## config.mk

```make
export PLATFORM = sky130hd
export DESIGN_NAME = debounced_switch_with_durations
export DESIGN_NICKNAME = d
export VERILOG_FILES = /design/src/sv/debsw_pkg.sv /design/src/sv/debsw_core.sv /design/src/sv/debounced_switch_with_durations.sv
export SDC_FILE = /design/constraint.sdc
export NUM_CORES = 1
export LEC_CHECK = 0
export BUFFER_PORTS_ARGS = -buffer_cell sky130_fd_sc_hd__buf_2
export CAP_MARGIN = 0
export CORE_ASPECT_RATIO = 1.75
export CORE_UTILIZATION = 43
export DETAILED_ROUTE_END_ITERATION = 8
export HOLD_SLACK_MARGIN = 0.1
export PLACE_DENSITY = 0.62
export SETUP_SLACK_MARGIN = 0.4
export SLEW_MARGIN = 20
export SYNTH_ARGS = -nofsm -noshare
export SYNTH_HDL_FRONTEND = slang
export SYNTH_HIERARCHICAL = 1
export SYNTH_SLANG_ARGS = --single-unit
```

## constraint.sdc

```tcl
create_clock -name aclk -period 10.8 [get_ports aclk]
set_input_delay 1.08 -clock aclk [delete_from_list [all_inputs] [get_ports aclk]]
set_output_delay 1.08 -clock aclk [all_outputs]
set_load 0.05 [all_outputs]
```

## src/sv/debsw_pkg.sv

```systemverilog
// ============================================================================
// debsw_pkg: shared types and constants for the debounced switch block
// Item and result layouts, register indexes, reset values and widths.
// ============================================================================
package debsw_pkg;

    // Time width range and default
    localparam int TIME_BITS_DEFAULT = 32;
    localparam int TIME_BITS_MAX     = 64;
    localparam int OUT_TIME_W        = 32;

    // Configuration port
    localparam int CFG_INDEX_W = 2;
    localparam int CFG_DATA_W  = 16;

    localparam logic [CFG_INDEX_W-1:0] REG_PRESSED_LEVEL = 2'd0;
    localparam logic [CFG_INDEX_W-1:0] REG_DEBOUNCE_MS   = 2'd1;
    localparam logic [CFG_INDEX_W-1:0] REG_INPUT_ENABLED = 2'd2;

    localparam logic [CFG_DATA_W-1:0] DEBOUNCE_MS_RESET = 16'd20;

    // Stream widths (fields packed from bit 0, padded to bytes)
    localparam int S_TDATA_W = 40;
    localparam int M_TDATA_W = 136;

    typedef struct packed {
        logic                  input_enabled;
        logic [CFG_DATA_W-1:0] debounce_ms;
        logic                  pressed_level;
    } cfg_t;

    typedef struct packed {
        logic                  restart_duration;
        logic [OUT_TIME_W-1:0] now_ms;
        logic                  pin_level;
    } item_t;

    typedef struct packed {
        logic [OUT_TIME_W-1:0] release_time;
        logic [OUT_TIME_W-1:0] last_change_time;
        logic [OUT_TIME_W-1:0] last_duration;
        logic [OUT_TIME_W-1:0] current_duration;
        logic                  is_pressed;
        logic                  accepted_level;
        logic                  state_changed;
    } result_t;

endpackage

```

## src/sv/debsw_core.sv

```systemverilog
// ============================================================================
// debsw_core: debounce state and single-pass evaluation
// Holds the debounce/duration state, evaluates one registered item per
// advance and presents the result for the output register.
// ============================================================================
module debsw_core #(
    parameter int TIME_BITS = debsw_pkg::TIME_BITS_DEFAULT
) (
    input  logic              aclk,
    input  logic              aresetn,
    input  logic              advance,
    input  debsw_pkg::cfg_t   cfg,
    input  debsw_pkg::item_t  item,
    output debsw_pkg::result_t result
);

    localparam int WIDE  = debsw_pkg::TIME_BITS_MAX;
    localparam int OUT_W = debsw_pkg::OUT_TIME_W;

    logic                 prev_sample_reg,  prev_sample_next;
    logic                 accepted_reg,     accepted_next;
    logic                 changed_reg,      changed_next;
    logic [TIME_BITS-1:0] deb_start_reg,    deb_start_next;
    logic [TIME_BITS-1:0] change_time_reg,  change_time_next;
    logic [TIME_BITS-1:0] recent_dur_reg,   recent_dur_next;
    logic [TIME_BITS-1:0] release_reg,      release_next;

    logic                 sample;
    logic [WIDE-1:0]      now_wide;
    logic [TIME_BITS-1:0] now_t;
    logic [TIME_BITS-1:0] elapsed;
    logic                 window_done;
    logic                 take_change;
    logic [TIME_BITS-1:0] cur_dur;
    logic [WIDE-1:0]      cur_dur_w, recent_w, change_w, release_w;

    always_comb begin
        sample   = cfg.input_enabled ? item.pin_level : 1'b1;
        now_wide = WIDE'(item.now_ms);
        now_t    = now_wide[TIME_BITS-1:0];

        deb_start_next = (sample != prev_sample_reg) ? now_t : deb_start_reg;
        elapsed        = now_t - deb_start_next;
        window_done    = elapsed > TIME_BITS'(cfg.debounce_ms);
        take_change    = window_done && (sample != accepted_reg);

        prev_sample_next = sample;
        accepted_next    = take_change ? sample : accepted_reg;
        changed_next     = window_done ? take_change : changed_reg;
        recent_dur_next  = take_change ? (now_t - change_time_reg) : recent_dur_reg;
        release_next     = (take_change && (sample != cfg.pressed_level)) ? now_t
                                                                          : release_reg;
        // restart lands after the evaluation, same value either way
        change_time_next = (take_change || item.restart_duration) ? now_t
                                                                  : change_time_reg;

        cur_dur   = now_t - change_time_next;
        cur_dur_w = WIDE'(cur_dur);
        recent_w  = WIDE'(recent_dur_next);
        change_w  = WIDE'(change_time_next);
        release_w = WIDE'(release_next);

        result.state_changed    = changed_next;
        result.accepted_level   = accepted_next;
        result.is_pressed       = (accepted_next == cfg.pressed_level);
        result.current_duration = cur_dur_w[OUT_W-1:0];
        result.last_duration    = recent_w[OUT_W-1:0];
        result.last_change_time = change_w[OUT_W-1:0];
        result.release_time     = release_w[OUT_W-1:0];
    end

    always_ff @(posedge aclk) begin
        if (!aresetn) begin
            prev_sample_reg <= 1'b1;
            accepted_reg    <= 1'b0;
            changed_reg     <= 1'b0;
            deb_start_reg   <= '0;
            change_time_reg <= '0;
            recent_dur_reg  <= '0;
            release_reg     <= '0;
        end else if (advance) begin
            prev_sample_reg <= prev_sample_next;
            accepted_reg    <= accepted_next;
            changed_reg     <= changed_next;
            deb_start_reg   <= deb_start_next;
            change_time_reg <= change_time_next;
            recent_dur_reg  <= recent_dur_next;
            release_reg     <= release_next;
        end
    end

endmodule

```

## src/sv/debounced_switch_with_durations.sv

```systemverilog
// ============================================================================
// debounced_switch_with_durations: pushbutton debouncer with timestamps
// Stream top level: input register, debounce core, result register and
// configuration registers.
// ============================================================================
// Each input transfer carries one pin sample and the current millisecond
// timestamp; each one yields exactly one result transfer with the debounced
// level, a changed flag, the current and previous state durations, the time
// of the latest accepted change and of the latest release. A level is
// accepted once it has persisted strictly longer than debounce_ms. One item
// is taken per clock while m_tready is high: the item sits in an input
// register, is evaluated by the core and lands in the result register,
// so throughput is one transfer per cycle while m_tready is high.
// s_tready follows m_tready when both registers are full. Configuration
// writes never disturb the debounce state; write them only while idle.
// Time arithmetic wraps modulo 2**TIME_BITS; time outputs are the low 32 bits.
module debounced_switch_with_durations #(
    parameter int TIME_BITS = debsw_pkg::TIME_BITS_DEFAULT
) (
    input  logic                                   aclk,
    input  logic                                   aresetn,
    // config write port
    input  logic                                   cfg_we,
    input  logic [debsw_pkg::CFG_INDEX_W-1:0]      cfg_index,
    input  logic [debsw_pkg::CFG_DATA_W-1:0]       cfg_wdata,
    // sample stream
    input  logic                                   s_tvalid,
    output logic                                   s_tready,
    // [0] pin_level, [32:1] now_ms, [33] restart_duration, [39:34] zero
    input  logic [debsw_pkg::S_TDATA_W-1:0]        s_tdata,
    // result stream
    output logic                                   m_tvalid,
    input  logic                                   m_tready,
    // [0] state_changed, [1] accepted_level, [2] is_pressed,
    // [34:3] current_duration, [66:35] last_duration,
    // [98:67] last_change_time, [130:99] release_time, [135:131] zero
    output logic [debsw_pkg::M_TDATA_W-1:0]        m_tdata
);

    localparam int ITEM_W = $bits(debsw_pkg::item_t);
    localparam int RES_W  = $bits(debsw_pkg::result_t);

    // configuration registers
    debsw_pkg::cfg_t cfg_reg;

    always_ff @(posedge aclk) begin
        if (!aresetn) begin
            cfg_reg.pressed_level <= 1'b0;
            cfg_reg.debounce_ms   <= debsw_pkg::DEBOUNCE_MS_RESET;
            cfg_reg.input_enabled <= 1'b0;
        end else if (cfg_we) begin
            unique case (cfg_index)
                debsw_pkg::REG_PRESSED_LEVEL: cfg_reg.pressed_level <= cfg_wdata[0];
                debsw_pkg::REG_DEBOUNCE_MS:   cfg_reg.debounce_ms   <= cfg_wdata;
                debsw_pkg::REG_INPUT_ENABLED: cfg_reg.input_enabled <= cfg_wdata[0];
                default: ;  // unknown index ignored
            endcase
        end
    end

    // input register
    logic             in_valid_reg;
    debsw_pkg::item_t in_item_reg;

    // result register
    logic               out_valid_reg;
    debsw_pkg::result_t out_res_reg;
    debsw_pkg::result_t core_res;

    logic out_free;
    logic advance;

    assign out_free = !out_valid_reg || m_tready;
    assign advance  = in_valid_reg && out_free;   // item moves through core
    assign s_tready = !in_valid_reg || out_free;

    always_ff @(posedge aclk) begin
        if (!aresetn) begin
            in_valid_reg <= 1'b0;
        end else if (s_tready) begin
            in_valid_reg <= s_tvalid;
        end
    end

    always_ff @(posedge aclk) begin
        if (s_tready && s_tvalid) begin
            in_item_reg <= debsw_pkg::item_t'(s_tdata[ITEM_W-1:0]);
        end
    end

    debsw_core #(
        .TIME_BITS (TIME_BITS)
    ) u_core (
        .aclk    (aclk),
        .aresetn (aresetn),
        .advance (advance),
        .cfg     (cfg_reg),
        .item    (in_item_reg),
        .result  (core_res)
    );

    always_ff @(posedge aclk) begin
        if (!aresetn) begin
            out_valid_reg <= 1'b0;
        end else if (out_free) begin
            out_valid_reg <= in_valid_reg;
        end
    end

    always_ff @(posedge aclk) begin
        if (advance) begin
            out_res_reg <= core_res;
        end
    end

    assign m_tvalid = out_valid_reg;
    assign m_tdata  = debsw_pkg::M_TDATA_W'(out_res_reg[RES_W-1:0]);

endmodule

```

==> flow_summary.yaml <==
synthesis:
  netlist_instances: 1944
  synthFlopType: "edfxtp_1"
  ys_warn_count: 6
  ys_ff_latch: 316
  synthDistinctLibCells: 95
  yosysSeqAreaShare_pct: 44.1
  async_reset_ff_share_pct: 0
  postSynthAreaPerCell_sq_um: 9.30
  netlist_area_sq_um: 18100
  synth_edf_count: 165
detailed_routing:
  drc: 1
  drt_first_iter_violations: 887
  vias_per_cell: 5.49
  routed_wirelength_um: 50200
  drt-wirelength-per-cell_um: 18.7
  ant_nets: 0
  dr_total_vias: 14700
  dr.pass1.iters: 8
floorplan:
  boundaryPins: 201
  floorplan.initialDensity_pct: 43.4
  rows: 99
  chipWidth_um: 157
  dieArea_sq_um: 42900
  die_h_um: 273
  core_area_sq_um: 41600
run_status:
  violations: "DRC"
  status: "finished, violations left"
critical_path:
  cp-start-kind: "flop"
  cpMostUsedCell: "a21o_1"
  worst-path-buf-inv: 4
  arrival_ns: 10.07
  max_stage_delay_ns: 0.45
  cp_slowest_cell: "a2111oi_2"
  endpoint_kind: "flop"
  crit_type: "flop to flop"
  crit_path_max_fanout: 7
  crit_family: "compound AO/OA/AOI/OAI gates"
  required_ns: 11.13
clock_network:
  cts_root_buf: "clkbuf_16"
  clkTransAtPathRegs_ns: 0.07
  htreeDepth: 1
  cts_tree: "built"
  ctsLongestPathBuffers: 3
  cts_buffers: 29
  cts_hold_buf: 0
  clock_latency_ns: 0.58
  cts_sinks: 316
timing:
  clock.fmax_ghz: 0.103
  period_minus_slack_ns: 9.74
  finalMaxSlewViolations: 0
  worst_slew_pin_slew_ns: 1.06
  tns_ns: 0
  post-route-period-util_pct: 90.2
  final_hold_viol_count: 0
  maxSlewHeadroom_pct: 29.0
  clock_skew_ns: 0.0113
  finalSetupViolCount: 0
  rsz0062_at_grt: "no"
grt:
  grt_pass1_wl_um: 76800
  grt-ovfl-total: 0
  grt_max_degree: 96
  grt_busiest_layer: "met2"
  antenna_found_initial: 0
  use_met2_pct: 43.6
  globalRouteMet3Util_pct: 1.98
  track_usage_pct: 23.0
  grt_pass1_vias: 14300
  met1_usage_pct: 25.7
pwr:
  p_leak_uw: 0.00815
  ir_drop_mv: 0.108
  power_density_nw_per_um2: 164
job:
  maxCapViolations: 0
placed_design:
  placedCellCount: 2621
  gp_congestion: 0.917
  io_buffers: 189
  dpl.hpwl_um: 37000
cells_and_area:
  antennaDiodeCount: 0
  largest_register_ffs: 131
  seq_area_sq_um: 7980
  syn_to_final_growth_pct: 14.5
  fin_cells: 2679
  final_nets: 2251
  multiInputGateArea_sq_um: 9430
  drive_gt1_share_pct: 17.2
  fillCellCount: 4022
hold_path:
  hp-class: "flop to flop"
## report_power, final
part           internal, uW  leakage, uW  total (uW)  switching, uW
Combinational           294      0.00484         853            560
Sequential             1370      0.00280        1420           55.9
Clock                   645     0.000511        1120            480
## cell families after synthesis
group,share of synthesized area (%)
AND/OR/NAND/NOR,16.7
AO/OA/AOI/OAI,17.3
flip-flops,44.1
buffers and inverters,4.50
multiplexers,6.59
adder cells (fa/ha/maj),6.88
XOR/XNOR,3.87
other,0.0207
## through the flow
stage | cell area, sq um | power, uW | setup WS (ns) | util, % | hold slack (ns)
floorplan | 18100 | 2070 | 1.16 | - | 0.432
global placement | 19600 | 2280 | 0.609 | 47.0 | 0.438
detailed placement | 19600 | 2290 | 0.372 | 47.0 | 0.444
CTS | 20600 | 3420 | 0.487 | 49.5 | 0.453
global route | 20700 | 3550 | 0.296 | 49.8 | 0.478
finish | 20700 | 3400 | 1.06 | 49.8 | 0.453
## layout make-up
type                            count  share of cell area (%)
Multi-Input combinational cell   1431                    45.5
Sequential cell                   316                    38.5
Timing Repair Buffer              221                    5.73
Clock buffer                       32                    3.76
Tap cell                          555                    3.35
Inverter                          102                    1.86
Clock inverter                     22                    1.26
## worst min-delay path, stage by stage, from the launching register on
cell and delay, ns:
dfxtp_1 0.31, nand2_1 0.05, a21oi_1 0.05
## synthesized netlist by cell type, types with 10 or more instances
master      n  share of area, %
maj3_1     13              0.72
dfxtp_1   151                17
clkbuf_1   74               1.5
nor3_1     63               1.7
a21oi_1   106               2.9
nor2_1    229               4.8
ha_1       85               5.9
mux2_2     40               2.5
o211ai_1   10              0.42
a21o_1     43               1.8
o21ai_0   102               2.8
nand2_1   223               4.6
inv_1     100               2.1
o211a_1    15              0.83
nand4_1    12              0.42
nor2b_1    32               1.1
mux2i_1    74               4.1
a31oi_1    13              0.45
a211oi_1   43               1.8
o31ai_1    13              0.54
xor2_1     29               1.4
nand3_1    28              0.77
xnor2_1    49               2.4
edfxtp_1  165                27
and3_1     10              0.35
nand2b_1   21              0.73
## path summary, 6_finish.rpt
kind	start	endpoint	slack, ns	cells after the start
setup / recovery	in_item_reg[0]	m_tdata[34]	1.06	40
hold / removal	u_core/recent_dur_reg[25]	u_core/recent_dur_reg[25]	0.45	2
setup reg to reg	in_item_reg[0]	m_tdata[34]	1.06	40
hold reg to reg	u_core/recent_dur_reg[25]	u_core/recent_dur_reg[25]	0.45	2
## placed cells by master, fill, tap and decap left out, types with 30 or more instances in the layout
cell type	instances
mux2i_1	73
a21oi_1	103
mux2_2	40
o21ai_0	100
dfxtp_1	151
a21o_1	43
buf_2	189
inv_1	100
clkbuf_16	30
nor2_1	228
ha_1	84
nor2b_1	31
edfxtp_1	165
xnor2_1	48
buf_4	32
nand2_1	223
a211oi_1	43
nor3_1	63
## what timing repair did
action / 4_1_cts / 5_1_grt
pin swaps: 0 / 5
setup endpoints to repair: 2 / 14
cloned: 0 / 0
gates resized for setup: 1 / 21
setup buffers: 0 / 4
## routing by layer
metal	routed length [um]	up-vias
met5	0	-
met4	2250	0
met3	1750	100
met2	26700	368
met1	19600	6940
li1	-	7297
(Power assumes the default switching activity.)
